==> config.mk <==
export PLATFORM = sky130hd
export DESIGN_NAME = http_byte_range_parser_core
export DESIGN_NICKNAME = d
export VERILOG_FILES = /design/src/hdl/hbrp_pkg.sv /design/src/hdl/hbrp_parse.sv /design/src/hdl/hbrp_store.sv /design/src/hdl/http_byte_range_parser_core.sv
export VERILOG_INCLUDE_DIRS = /design/src /design/src/hdl
export SDC_FILE = /design/constraint.sdc
export NUM_CORES = 2
export LEC_CHECK = 0
export ABC_CLOCK_PERIOD_IN_PS = 89400
export BUFFER_PORTS_ARGS = -buffer_cell sky130_fd_sc_hd__buf_4
export CORE_UTILIZATION = 55
export DETAILED_ROUTE_END_ITERATION = 12
export PLACE_DENSITY = 0.77
export SLEW_MARGIN = 5
export SYNTH_ARGS = -nofsm -noshare
export SYNTH_HDL_FRONTEND = slang
export SYNTH_SLANG_ARGS = --single-unit
==> constraint.sdc <==
create_clock -name aclk -period 89.4 [get_ports aclk]
set_input_delay 22.35 -clock aclk [delete_from_list [all_inputs] [get_ports aclk]]
set_output_delay 22.35 -clock aclk [all_outputs]
set_load 0.01 [all_outputs]
==> src/hdl/http_byte_range_parser_core_defines.svh <==
// Assertion macros shared by the byte range parser modules.
`ifndef HTTP_BYTE_RANGE_PARSER_CORE_DEFINES_SVH
`define HTTP_BYTE_RANGE_PARSER_CORE_DEFINES_SVH

`ifndef SYNTH
`define HBRP_ASSERT(lbl, clk, rstn, prop, msg) \
    lbl: assert property (@(posedge clk) disable iff (!rstn) (prop)) else $error(msg);
`define HBRP_NEVER(lbl, clk, rstn, cond, msg) \
    `HBRP_ASSERT(lbl, clk, rstn, !(cond), msg)
`else
`define HBRP_ASSERT(lbl, clk, rstn, prop, msg)
`define HBRP_NEVER(lbl, clk, rstn, cond, msg)
`endif

`endif

==> src/hdl/hbrp_pkg.sv <==
// Shared constants, types and the unit prefix table of the byte range parser.
package hbrp_pkg;

    localparam int unsigned MAX_RANGES_DEF = 16;
    localparam logic [4:0]  LIMIT_RESET    = 5'd16;

    localparam logic [63:0] ALL_ONES = 64'hFFFF_FFFF_FFFF_FFFF;

    // status codes
    localparam logic [2:0] ST_OK       = 3'd0;
    localparam logic [2:0] ST_UNIT     = 3'd1;
    localparam logic [2:0] ST_NODASH   = 3'd2;
    localparam logic [2:0] ST_ORDER    = 3'd3;
    localparam logic [2:0] ST_SEP      = 3'd4;
    localparam logic [2:0] ST_LIMIT    = 3'd5;
    localparam logic [2:0] ST_OVERFLOW = 3'd6;

    localparam logic [7:0] CHAR_ZERO  = 8'h30;
    localparam logic [7:0] CHAR_NINE  = 8'h39;
    localparam logic [7:0] CHAR_DASH  = 8'h2D;
    localparam logic [7:0] CHAR_COMMA = 8'h2C;
    localparam logic [2:0] PREFIX_LEN = 3'd6;

    // one closed range headed for the range store
    typedef struct packed {
        logic        en;
        logic [63:0] range_end;
        logic [63:0] range_start;
    } wr_req_t;

    // summary of a header handed over on its final word
    typedef struct packed {
        logic       fire;
        logic       empty;
        logic [2:0] status;
    } fin_req_t;

    // the unit prefix "bytes="
    function automatic logic [7:0] prefix_char(input logic [2:0] pos);
        logic [7:0] ch;
        case (pos)
            3'd0:    ch = 8'h62;
            3'd1:    ch = 8'h79;
            3'd2:    ch = 8'h74;
            3'd3:    ch = 8'h65;
            3'd4:    ch = 8'h73;
            3'd5:    ch = 8'h3D;
            default: ch = 8'h00;
        endcase
        return ch;
    endfunction

endpackage

==> src/hdl/hbrp_parse.sv <==
// Character parser: prefix match, decimal accumulation and range closing.
`include "http_byte_range_parser_core_defines.svh"

module hbrp_parse #(
    parameter int unsigned MAX_RANGES = hbrp_pkg::MAX_RANGES_DEF,
    parameter int unsigned CW = $clog2(MAX_RANGES + 1),
    parameter int unsigned AW = (MAX_RANGES > 1) ? $clog2(MAX_RANGES) : 1
) (
    input  logic               aclk,
    input  logic               aresetn,
    input  logic               accept,
    input  logic               has_char,
    input  logic [7:0]         char_code,
    input  logic               end_of_header,
    input  logic [4:0]         range_limit,
    output hbrp_pkg::wr_req_t  wr,
    output logic [AW-1:0]      wr_addr,
    output hbrp_pkg::fin_req_t fin,
    output logic [CW-1:0]      fin_total
);

    localparam logic [2:0] PH_PREFIX = 3'd0;
    localparam logic [2:0] PH_BEGIN  = 3'd1;
    localparam logic [2:0] PH_START  = 3'd2;
    localparam logic [2:0] PH_END    = 3'd3;
    localparam logic [2:0] PH_FAILED = 3'd4;

    localparam int unsigned CMPW = (CW > 5) ? CW : 5;
    localparam logic [CMPW-1:0] MAX_CMP = CMPW'(MAX_RANGES);

    logic [2:0]    phase_reg, phase_next;
    logic [2:0]    pp_reg, pp_next;
    logic [63:0]   acc_reg, acc_next;
    logic          dp_reg, dp_next;
    logic [63:0]   hs_reg, hs_next;
    logic [CW-1:0] cnt_reg, cnt_next;
    logic [2:0]    err_reg, err_next;

    always_ff @(posedge aclk) begin
        if (!aresetn) begin
            phase_reg <= PH_PREFIX;
            pp_reg    <= '0;
            acc_reg   <= '0;
            dp_reg    <= 1'b0;
            hs_reg    <= '0;
            cnt_reg   <= '0;
            err_reg   <= hbrp_pkg::ST_OK;
        end else begin
            phase_reg <= phase_next;
            pp_reg    <= pp_next;
            acc_reg   <= acc_next;
            dp_reg    <= dp_next;
            hs_reg    <= hs_next;
            cnt_reg   <= cnt_next;
            err_reg   <= err_next;
        end
    end

    always_comb begin
        logic            is_digit;
        logic [67:0]     prod;
        logic [CMPW-1:0] lim_now;
        logic            close_char;
        logic            close_req;
        logic [63:0]     last_v;
        logic            empty;

        phase_next = phase_reg;
        pp_next    = pp_reg;
        acc_next   = acc_reg;
        dp_next    = dp_reg;
        hs_next    = hs_reg;
        cnt_next   = cnt_reg;
        err_next   = err_reg;
        wr         = '0;
        wr_addr    = cnt_reg[AW-1:0];
        fin        = '0;
        fin_total  = '0;
        close_char = 1'b0;
        close_req  = 1'b0;
        empty      = 1'b0;

        is_digit = (char_code >= hbrp_pkg::CHAR_ZERO) && (char_code <= hbrp_pkg::CHAR_NINE);
        // acc * 10 + digit, carried wide so overflow shows in the top bits
        prod = ({4'b0, acc_reg} << 3) + ({4'b0, acc_reg} << 1)
             + {64'b0, 4'(char_code - hbrp_pkg::CHAR_ZERO)};
        lim_now = (CMPW'(range_limit) > MAX_CMP) ? MAX_CMP : CMPW'(range_limit);
        last_v  = hbrp_pkg::ALL_ONES;

        if (accept) begin
            if (has_char) begin
                if (phase_reg == PH_PREFIX) begin
                    if (pp_reg < hbrp_pkg::PREFIX_LEN &&
                        char_code == hbrp_pkg::prefix_char(pp_reg)) begin
                        pp_next = pp_reg + 3'd1;
                        if (pp_next == hbrp_pkg::PREFIX_LEN) begin
                            phase_next = PH_BEGIN;
                        end
                    end else begin
                        phase_next = PH_FAILED;
                        err_next   = hbrp_pkg::ST_UNIT;
                    end
                end else if (phase_reg == PH_BEGIN && CMPW'(cnt_reg) >= lim_now) begin
                    phase_next = PH_FAILED;
                    err_next   = hbrp_pkg::ST_LIMIT;
                end else if (phase_reg == PH_BEGIN || phase_reg == PH_START) begin
                    // a new range opens with acc already cleared by the last close
                    phase_next = PH_START;
                    if (is_digit) begin
                        if (|prod[67:64]) begin
                            phase_next = PH_FAILED;
                            err_next   = hbrp_pkg::ST_OVERFLOW;
                        end else begin
                            acc_next = prod[63:0];
                            dp_next  = 1'b1;
                        end
                    end else if (char_code == hbrp_pkg::CHAR_DASH) begin
                        hs_next    = dp_reg ? acc_reg : hbrp_pkg::ALL_ONES;
                        acc_next   = '0;
                        dp_next    = 1'b0;
                        phase_next = PH_END;
                    end else begin
                        phase_next = PH_FAILED;
                        err_next   = hbrp_pkg::ST_NODASH;
                    end
                end else if (phase_reg == PH_END) begin
                    if (is_digit) begin
                        if (|prod[67:64]) begin
                            phase_next = PH_FAILED;
                            err_next   = hbrp_pkg::ST_OVERFLOW;
                        end else begin
                            acc_next = prod[63:0];
                            dp_next  = 1'b1;
                        end
                    end else begin
                        close_char = 1'b1;
                    end
                end
            end

            // at most one close per word: by a separator or by the final word
            close_req = close_char || (end_of_header && phase_next == PH_END);
            if (close_req) begin
                last_v = dp_next ? acc_next : hbrp_pkg::ALL_ONES;
                if (hs_next != hbrp_pkg::ALL_ONES && last_v < hs_next) begin
                    phase_next = PH_FAILED;
                    err_next   = hbrp_pkg::ST_ORDER;
                end else begin
                    if (CMPW'(cnt_reg) < MAX_CMP) begin
                        wr.en          = 1'b1;
                        wr.range_start = hs_next;
                        wr.range_end   = last_v;
                        cnt_next       = cnt_reg + CW'(1);
                    end
                    acc_next = '0;
                    dp_next  = 1'b0;
                    if (close_char) begin
                        if (char_code == hbrp_pkg::CHAR_COMMA) begin
                            phase_next = PH_BEGIN;
                        end else begin
                            phase_next = PH_FAILED;
                            err_next   = hbrp_pkg::ST_SEP;
                        end
                    end
                end
            end

            if (end_of_header) begin
                if (phase_next == PH_PREFIX) begin
                    err_next = hbrp_pkg::ST_UNIT;
                end else if (phase_next == PH_START) begin
                    err_next = hbrp_pkg::ST_NODASH;
                end
                empty      = (err_next != hbrp_pkg::ST_OK) || (cnt_next == '0);
                fin.fire   = 1'b1;
                fin.empty  = empty;
                fin.status = err_next;
                fin_total  = empty ? CW'(1) : cnt_next;
                // back to the reset parse state for the next header
                phase_next = PH_PREFIX;
                pp_next    = '0;
                acc_next   = '0;
                dp_next    = 1'b0;
                hs_next    = '0;
                cnt_next   = '0;
                err_next   = hbrp_pkg::ST_OK;
            end
        end
    end

    `HBRP_ASSERT(a_cnt_bound, aclk, aresetn, cnt_reg <= CW'(MAX_RANGES), "range count beyond store depth")
    `HBRP_ASSERT(a_fail_code, aclk, aresetn, (phase_reg == PH_FAILED) == (err_reg != hbrp_pkg::ST_OK), "failed phase and error code disagree")
    `HBRP_NEVER(a_wr_addr, aclk, aresetn, wr.en && (cnt_reg >= CW'(MAX_RANGES)), "store write beyond depth")

endmodule

==> src/hdl/hbrp_store.sv <==
// Range store memory with the drain read pipeline and the result register.
`include "http_byte_range_parser_core_defines.svh"

module hbrp_store #(
    parameter int unsigned MAX_RANGES = hbrp_pkg::MAX_RANGES_DEF,
    parameter int unsigned CW = $clog2(MAX_RANGES + 1),
    parameter int unsigned AW = (MAX_RANGES > 1) ? $clog2(MAX_RANGES) : 1
) (
    input  logic               aclk,
    input  logic               aresetn,
    input  hbrp_pkg::wr_req_t  wr,
    input  logic [AW-1:0]      wr_addr,
    input  hbrp_pkg::fin_req_t fin,
    input  logic [CW-1:0]      fin_total,
    output logic               busy,
    output logic               m_tvalid,
    input  logic               m_tready,
    output logic [127:0]       m_tdata,
    output logic [3:0]         m_tuser,
    output logic               m_tlast
);

    logic [127:0]  mem [MAX_RANGES];
    logic [127:0]  rd_q;

    logic          busy_reg, busy_next;
    logic [CW-1:0] total_reg, total_next;
    logic [CW-1:0] issue_reg, issue_next;
    logic          empty_reg, empty_next;
    logic [2:0]    status_reg, status_next;
    logic          rdv_reg, rdv_next;
    logic          rdlast_reg;
    logic          m_valid_reg, m_valid_next;
    logic [127:0]  m_data_reg;
    logic [3:0]    m_user_reg;
    logic          m_last_reg;

    logic          take_rd;
    logic          rd_en;

    assign take_rd = rdv_reg && (!m_valid_reg || m_tready);
    assign rd_en   = busy_reg && (issue_reg < total_reg) && (!rdv_reg || take_rd);

    always_ff @(posedge aclk) begin
        if (wr.en) begin
            mem[wr_addr] <= {wr.range_end, wr.range_start};
        end
        if (rd_en) begin
            rd_q       <= mem[issue_reg[AW-1:0]];
            rdlast_reg <= (issue_reg + CW'(1)) == total_reg;
        end
    end

    always_comb begin
        busy_next    = busy_reg;
        total_next   = total_reg;
        issue_next   = issue_reg;
        empty_next   = empty_reg;
        status_next  = status_reg;
        rdv_next     = rdv_reg;
        m_valid_next = m_valid_reg;

        if (m_tready) begin
            m_valid_next = 1'b0;
        end
        if (take_rd) begin
            m_valid_next = 1'b1;
            rdv_next     = 1'b0;
        end
        if (rd_en) begin
            rdv_next   = 1'b1;
            issue_next = issue_reg + CW'(1);
        end
        // drop busy once the final word of the run is taken
        if (m_valid_reg && m_tready && m_last_reg) begin
            busy_next = 1'b0;
        end
        if (fin.fire) begin
            busy_next   = 1'b1;
            total_next  = fin_total;
            issue_next  = '0;
            empty_next  = fin.empty;
            status_next = fin.status;
        end
    end

    always_ff @(posedge aclk) begin
        if (!aresetn) begin
            busy_reg    <= 1'b0;
            total_reg   <= '0;
            issue_reg   <= '0;
            empty_reg   <= 1'b0;
            status_reg  <= hbrp_pkg::ST_OK;
            rdv_reg     <= 1'b0;
            m_valid_reg <= 1'b0;
        end else begin
            busy_reg    <= busy_next;
            total_reg   <= total_next;
            issue_reg   <= issue_next;
            empty_reg   <= empty_next;
            status_reg  <= status_next;
            rdv_reg     <= rdv_next;
            m_valid_reg <= m_valid_next;
        end
    end

    always_ff @(posedge aclk) begin
        if (take_rd) begin
            m_last_reg <= rdlast_reg;
            if (empty_reg) begin
                m_data_reg <= '0;
                m_user_reg <= {status_reg, 1'b0};
            end else begin
                m_data_reg <= rd_q;
                m_user_reg <= {hbrp_pkg::ST_OK, 1'b1};
            end
        end
    end

    assign busy     = busy_reg;
    assign m_tvalid = m_valid_reg;
    assign m_tdata  = m_data_reg;
    assign m_tuser  = m_user_reg;
    assign m_tlast  = m_last_reg;

    `HBRP_NEVER(a_wr_in_drain, aclk, aresetn, wr.en && busy_reg, "store written during drain")
    `HBRP_ASSERT(a_last_drained, aclk, aresetn, (m_valid_reg && m_last_reg) |-> (issue_reg == total_reg && !rdv_reg), "last word shown with reads pending")
    `HBRP_ASSERT(a_issue_bound, aclk, aresetn, issue_reg <= total_reg, "read index past run length")
    `HBRP_ASSERT(a_idle_quiet, aclk, aresetn, !busy_reg |-> (!m_valid_reg && !rdv_reg), "result pending while idle")

endmodule

==> src/hdl/http_byte_range_parser_core.sv <==
// Top level of the HTTP Range header byte range parser.
// The block reads an HTTP Range header value one character per input word and
// takes one word every cycle while a header is streaming in. The value must
// begin with "bytes=" and continue with comma separated start-end pairs;
// an absent start or end is reported as all ones. Each closed range is
// written into a MAX_RANGES deep range store. On the word flagged by tlast the
// block drains the run: one result word per stored range, or one word with
// range_valid low that carries the status (nonzero on any error, zero for an
// empty list). The final input word starts the drain state, each result is
// read into the store read register and then moved to the result register;
// words follow at one per cycle while m_tready stays high, paced by the single
// read port of the range store. The input side is held (s_tready low) for the
// whole drain. The store needs no clearing pass after reset: only entries
// written by the current header are read.
// range_limit may be written at any idle time and caps how many ranges are
// accepted; values above MAX_RANGES behave as MAX_RANGES.
module http_byte_range_parser_core #(
    parameter int unsigned MAX_RANGES = hbrp_pkg::MAX_RANGES_DEF
) (
    input  logic         aclk,
    input  logic         aresetn,
    // configuration: range_limit
    input  logic         cfg_valid,
    output logic         cfg_ready,
    input  logic [4:0]   cfg_data,
    // input characters
    input  logic         s_tvalid,
    output logic         s_tready,
    input  logic [7:0]   s_tdata,   // [7:0] char_code
    input  logic         s_tuser,   // [0] has_char
    input  logic         s_tlast,   // end_of_header
    // result ranges
    output logic         m_tvalid,
    input  logic         m_tready,
    output logic [127:0] m_tdata,   // [63:0] range_start, [127:64] range_end
    output logic [3:0]   m_tuser,   // [0] range_valid, [3:1] status
    output logic         m_tlast    // last_result
);

    localparam int unsigned CW = $clog2(MAX_RANGES + 1);
    localparam int unsigned AW = (MAX_RANGES > 1) ? $clog2(MAX_RANGES) : 1;

    logic [4:0]         range_limit_reg;
    logic               s_accept;
    logic               busy;
    hbrp_pkg::wr_req_t  wr;
    logic [AW-1:0]      wr_addr;
    hbrp_pkg::fin_req_t fin;
    logic [CW-1:0]      fin_total;

    // limit register; the port never stalls a write
    assign cfg_ready = 1'b1;

    always_ff @(posedge aclk) begin
        if (!aresetn) begin
            range_limit_reg <= hbrp_pkg::LIMIT_RESET;
        end else if (cfg_valid) begin
            range_limit_reg <= cfg_data;
        end
    end

    // take characters every cycle except while a run of results drains
    assign s_tready = !busy;
    assign s_accept = s_tvalid && s_tready;

    hbrp_parse #(
        .MAX_RANGES (MAX_RANGES),
        .CW         (CW),
        .AW         (AW)
    ) u_parse (
        .aclk          (aclk),
        .aresetn       (aresetn),
        .accept        (s_accept),
        .has_char      (s_tuser),
        .char_code     (s_tdata),
        .end_of_header (s_tlast),
        .range_limit   (range_limit_reg),
        .wr            (wr),
        .wr_addr       (wr_addr),
        .fin           (fin),
        .fin_total     (fin_total)
    );

    hbrp_store #(
        .MAX_RANGES (MAX_RANGES),
        .CW         (CW),
        .AW         (AW)
    ) u_store (
        .aclk      (aclk),
        .aresetn   (aresetn),
        .wr        (wr),
        .wr_addr   (wr_addr),
        .fin       (fin),
        .fin_total (fin_total),
        .busy      (busy),
        .m_tvalid  (m_tvalid),
        .m_tready  (m_tready),
        .m_tdata   (m_tdata),
        .m_tuser   (m_tuser),
        .m_tlast   (m_tlast)
    );

endmodule

# [Yosys cells after proc, flatten, opt, wreduce, memory -nomap -nowiden]
# Memories as Yosys holds them, arrays and structs flattened. A register that Yosys moved wholly into a read port is not among the register bits.
# Cells that the tools add are included.
[word_totals] reg_bits=299 out_inout_bits=136 n_memories=1 elab_cells=198 ram_bits=2048
[op_classes] n_lt_le_gt_ge=8 eq_ne=16 muxes=113 n_reduce_logical=33 addsub=6 bitwise_logic=1
[mem_list] memory="u_store.mem" words=16 width=128 read_ports=1 rd_ports_with_merged_regs=1 wr=1 line="hbrp_store.sv:23" text="logic [127:0] mem [MAX_RANGES];"
[ops] op="two-way mux 64 bit" count=23
[ops] op="two-way mux 129 bit" count=4
[ops] op="two-way mux 3 bit" count=42
[ops] op="adder 67 x 65 -> 68 bit" count=1
[ops] op="adder 68 x 4 -> 68 bit" count=1
[ops] op="less-than comparator 64 bit" count=1
[ops] op="!= test 64 bit (second input constant)" count=1
[ops] op="two-way mux 5 bit" count=11
[ops] op="one-hot mux 7 bit (6 select lines)" count=1
[ops] op="two-way mux 1 bit" count=29
[ops] op="two-way mux 8 bit" count=3
[ops] op="equality test 3 x 2 -> 1 bit (second input constant)" count=6
[ops] op="equality test 8 x 6 -> 1 bit (second input constant)" count=2
[ops] op="nonzero test 2 bit" count=6
[ops] op="logical AND 1 bit" count=11
[ops] op="adder 5 x 1 -> 5 bit (second input constant)" count=2
[ops] op="equality test 3 bit (second input constant)" count=3
[ops] op="zero test 3 bit" count=3
[ops] op="equality test 8 bit" count=1
[ops] op="greater-or-equal comparator 8 x 6 -> 1 bit (second input constant)" count=1
[ops] op="less-or-equal comparator 8 x 6 -> 1 bit (second input constant)" count=1
[ops] op="equality test 3 x 1 -> 1 bit (second input constant)" count=2
[ops] op="equality test 5 bit" count=1
[ops] op="greater-or-equal comparator 5 bit" count=1
[ops] op="14 further kinds" count=20

# [Depth between registers and ports, before layout]
[depth] ltp_word=27 ltp_mapped=36 ltp_nobuf=32

# [By module]
# A second synthesis with hierarchy kept.
[hier_totals] hier_cells=5635 hier_area_um2=102268.1
[by_module_without_submodules] mod="hbrp_store" area_each_um2=86681.9 seq_area_each_um2=69706.9 cells_each=3511 instances=1
[by_module_without_submodules] mod="hbrp_parse" area_each_um2=15374.7 seq_area_each_um2=2862.7 cells_each=2104 instances=1
[by_module_without_submodules] mod="http_byte_range_parser_core" area_each_um2=211.5 seq_area_each_um2=100.1 cells_each=20 instances=1

# [Least setup slack after synthesis]
# No wires, ideal clock.
[synth_path] path_type="input -> register" from="input m_tready" to="register u_store.issue_reg[3]" path_buffers=0 setup_ns=0.067 stages=5 path_slack_ns=44.224 arrival_time_ns=45.109 path_cell_list="nor2b_1 a2111oi_0 nand4_1 xor2_1 nor2_1"
[synth_between] elab_chain_len=4
[synth_lines] element="from (decl)" line="http_byte_range_parser_core.sv:34" text="input logic m_tready,"
[synth_lines] element="logical OR 1 bit" line="hbrp_store.sv:41" text="assign take_rd = rdv_reg && (!m_valid_reg || m_tready);"
[synth_lines] element="logical AND 1 bit" line="hbrp_store.sv:41"
[synth_lines] element="logical OR 1 bit" line="hbrp_store.sv:42" text="assign rd_en = busy_reg && (issue_reg < total_reg) && (!rdv_reg || take_rd);"
[synth_lines] element="logical AND 1 bit" line="hbrp_store.sv:42"
[synth_lines] element="net u_store.rd_en" line="hbrp_store.sv:39" text="logic rd_en;"
[synth_lines] element="to (signal assigned)" line="hbrp_store.sv:99" text="issue_reg <= issue_next;"
[synth_lines] element="to (decl)" line="hbrp_store.sv:28" text="logic [CW-1:0] issue_reg, issue_next;"
# The timed path passes the listed nets, and every way through them passes these cells.
# A chain may end at the register's enable or synchronous reset.

# [Worst setup path after layout]
[layout_path] from="input s_tdata[3]" to="memory u_store.mem[10][108], enable pin"
[layout_between] elab_chain_len=19 elab_cells_between_ends=67
[layout_lines] element="from (decl)" line="http_byte_range_parser_core.sv:29" text="input logic [7:0] s_tdata,"
[layout_lines] element="subtractor 4 x 1 -> 4 bit" line="hbrp_parse.sv:86" text="+ {64'b0, 4'(char_code - hbrp_pkg::CHAR_ZERO)};"
[layout_lines] element="adder 68 x 4 -> 68 bit" line="hbrp_parse.sv:86"
[layout_lines] element="OR reduction 4 bit" line="hbrp_parse.sv:110, hbrp_parse.sv:128"
[layout_lines] element="two-way mux 64 bit / two-way mux 1 bit (equally long branches)" line="hbrp_parse.sv:110, hbrp_parse.sv:128"
[layout_lines] element="two-way mux 64 bit / two-way mux 1 bit (equally long branches)" line="hbrp_parse.sv:127" text="if (is_digit) begin"
[layout_lines] element="two-way mux 64 bit / two-way mux 1 bit (equally long branches)" line="hbrp_parse.sv:126" text="end else if (phase_reg == PH_END) begin"
[layout_lines] element="two-way mux 64 bit / two-way mux 1 bit (equally long branches)" line="hbrp_parse.sv:106" text="end else if (phase_reg == PH_BEGIN || phase_reg == PH_START) begin"
[layout_lines] element="two-way mux 64 bit / two-way mux 1 bit (equally long branches)" line="hbrp_parse.sv:103" text="end else if (phase_reg == PH_BEGIN && CMPW'(cnt_reg) >= lim_now) begin"
[layout_lines] element="[... 3 more ...]"
[layout_lines] element="two-way mux 64 bit" line="hbrp_parse.sv:144" text="last_v = dp_next ? acc_next : hbrp_pkg::ALL_ONES;"
[layout_lines] element="less-than comparator 64 bit" line="hbrp_parse.sv:145" text="if (hs_next != hbrp_pkg::ALL_ONES && last_v < hs_next) begin"
[layout_lines] element="logical AND 1 bit" line="hbrp_parse.sv:145"
[layout_lines] element="two-way mux 129 bit" line="hbrp_parse.sv:145"
[layout_lines] element="two-way mux 129 bit (*)" line="hbrp_parse.sv:143" text="if (close_req) begin"
[layout_lines] element="two-way mux 129 bit (*)" line="hbrp_parse.sv:90" text="if (accept) begin"
[layout_lines] element="two-way mux 1 bit (*)" line="hbrp_store.sv:45" text="if (wr.en) begin"
[layout_lines] element="two-way mux 1 bit (not written as such) (*)" line="hbrp_store.sv:46" text="mem[wr_addr] <= {wr.range_end, wr.range_start};"
[layout_lines] element="to (decl)" line="hbrp_store.sv:23"
# Every way passes the cells marked *; elsewhere a longest branch is shown, timed or not. The select of a mux whose other input is x is not followed.

==> out/qor.txt <==
Outcome: finished clean
Via density: 6.58
Hold Fails Final Rpt: 0
CTS-repair resized insts: 0
Max reg flops: 2048
Top sig layer: met5
Initial antenna violation count: 15
Die width: 431 µm
Async S/R FF share, synth: 0%
Worst relative slew slack: 8.94%
Dominant cell type by area after synthesis: edfxtp_1
Commonest non-fill, non-tap cell in the layout: edfxtp_1
Std-Cell Rows: 157
Cts bufs inserted: 233
Share of the synthesized area in the top cell type: 68.5%
Net Sw Frac: 20.2%
Io pins: 156
Worst Path Arrival: 33.55 ns
Critical path class: input pin to flip-flop
Clk sinks: 2475
Final GP Congestion: 0.995
Final period util: 37.0%
Syn Inst Count: 5455
Number of H-tree levels: 4
WL/cell: 32.3 µm
Layout Utilization: 61.9%
Most frequent CP cell: buf_4
Highest clock rate: 30.2 MHz
Clk_skew: 0.0878 ns
Combinational power share: 0.9%
Clock-pin slew of the registers on the worst-case setup and hold paths: 0.06 ns
Post-Route WL: 269000 µm
CP endpoint kind: flip-flop
Clock network power share: 44.0%
Iteration-0 DRC Markers: 7106
Switch Pwr: 458 µW
Setup bufs post-CTS: 0
PD cells: 20.1 nW/µm²
M1 wire length: 102000 µm
CP max FO: 48
Remaining antenna violation count: 0
Final setup violating endpoints: 0
Seq pwr share: 55.1%
Reg2reg setup slack: 77.37 ns
Syn avg cell area: 18.6 µm²
Largest net degree at the start of global routing: 113
Netlist cell types: 88
Initial Util: 55.3%
Fillers: 12400
Via Count: 54700
Minimum clock period: 33.06 ns
Critical path's slowest cell: buf_4
Max-Cap Viols: 0
Max Slew Vio Count: 0
Met3 wire length: 24200 µm
Worst-case vdd ir drop: 0.0193 mV
Synthesized flop and latch total: 2475
Clk Latency, worst-skew pair: 0.93 ns
First-pass GRT wire length: 387000 µm
Total core area: 183000 µm²
Internal power: 1810 µW
I/O Buffers: 154
LEAKAGE: 0.0299 µW
Root Buffer: clkbuf_16
Hold Buf Count CTS: 0
Synth top area cells: edfxtp_1, mux4_2, dfxtp_1
Setup TNS: 0 ns
Vias in the first global route: 55100
Number of synthesized flops with an enable pin: 2310
Syn Nets: 5687
GRT overflow: 0
WP data required: 89.89 ns
Most flops, register: u_store.mem
RSZ-0062 raised after global routing: false
Area grow syn2layout: 11.8%
Cell Area, Synth: 101000 µm²
# nets final: 5879
Synth warn: 0
Total die area: 186000 µm²
Worst hold-check path type: flip-flop to flip-flop
Main synth FF type: edfxtp_1
Seq/Total Area, Yosys: 71.8%
Least-Margin Pin Slew: 1.37 ns
CTS Buffer Depth: 3
CTS tree: built
Critical path launch point type: input pin
HPWL Detailed: 157000 µm
Commonest cells after routing, fill and taps aside: edfxtp_1, mux4_2, nor2_1
Layout cells sized above 1: 22.9%
Die Height: 431 µm
Tot GR Track Use: 29.1%
CP peak stage delay: 0.88 ns
Met2 WL post-DR: 131000 µm
1st-pass router iterations: 6
Residual DRC: 0
[per-layer routing]
metal,GRT usage (%),up-vias
li1,-,22500
met4,11.9,4
met1,39.5,28600
met5,0,-
met3,5.50,523
met2,46.8,3123
[worst paths after layout]
check        depth (start not counted)                from              endpoint
max                                 34          s_tdata[3]  u_store.mem[10][108]
min                                  0  u_store.rdlast_reg       u_store.m_tlast
max reg2reg                         33  u_parse.acc_reg[0]  u_store.mem[10][108]
min reg2reg                          0  u_store.rdlast_reg       u_store.m_tlast
[final cells by class]
type / instances / area (µm²) / share of cell area [%]
Sequential cell: 2475 / 72700 / 64.3
Multi-Input combinational cell: 2625 / 27300 / 24.2
Clock buffer: 288 / 6130 / 5.42
Tap cell: 2464 / 3080 / 2.73
Timing Repair Buffer: 270 / 2070 / 1.83
Clock inverter: 148 / 1640 / 1.45
Inverter: 42 / 160 / 0.142
Antenna cell: 6 / 15.0 / 0.0133
[power groups by stage]
stage	Sequential, µW	Clock [µW]	Combinational [µW]
floorplan	1280	0	13.8
global placement	1280	0	20.1
detailed placement	1280	0	20.2
CTS	1250	1010	20.3
global route	1250	1050	21.5
finish	1250	1000	20.1
[stage by stage]
step                      worst slack [ns]  power [µW]  hold slack (ns)  area, µm²  instances
after CTS                            56.55        2280            0.392     113000       8312
final                                56.34        2270            0.404     113000       8318
after detailed placement             55.63        1300            0.424     105000       7876
after floorplan                      44.22        1290            0.400     101000       5455
after global placement               55.73        1300            0.409     105000       7875
after global routing                 56.02        2320            0.397     113000       8317
[Yosys cell counts (all sizes together) (12+ instances only)]
| master | n |
|---|---|
| a22oi | 28 |
| nand3 | 70 |
| nand2 | 142 |
| nand2b | 18 |
| dfxtp | 165 |
| o21a | 15 |
| nor2b | 165 |
| mux2i | 25 |
| and3 | 39 |
| a31oi | 17 |
| nor3 | 28 |
| ha | 210 |
| nor4 | 13 |
| nor2 | 324 |
| or3 | 57 |
| a21oi | 225 |
| edfxtp | 2310 |
| buf | 88 |
| o211ai | 16 |
| xor2 | 38 |
| inv | 42 |
| and2 | 43 |
| a211oi | 29 |
| a21o | 57 |
| o21ai | 166 |
| or2 | 22 |
| mux4 | 630 |
| a221o | 18 |
| a32o | 12 |
| xnor2 | 39 |
| clkbuf | 225 |
| nand4 | 77 |
[critical path: cells and delay by family]
kind,cells,cell delay (ns)
buffers and inverters,10,3.62
and+or+nand+nor,12,3.18
AOI/OAI and AO/OA,9,2.97
adders and majority gates,3,1.24
[cell families (layout without fill, tap and decap cells)]
| logic type | count (synthesis) | in the layout | share of synthesized area, % |
|---|---|---|---|
| compound gates | 658 | 658 | 4.10 |
| buf+inv | 355 | 748 | 1.40 |
| flops | 2475 | 2475 | 71.8 |
| other cells | 1 | 7 | 0.00371 |
| mux | 657 | 657 | 14.3 |
| fa+ha+maj | 212 | 212 | 2.64 |
| xor+xnor | 77 | 77 | 0.666 |
| simple gates | 1020 | 1020 | 5.11 |
Power figures use the tool's default switching activity.
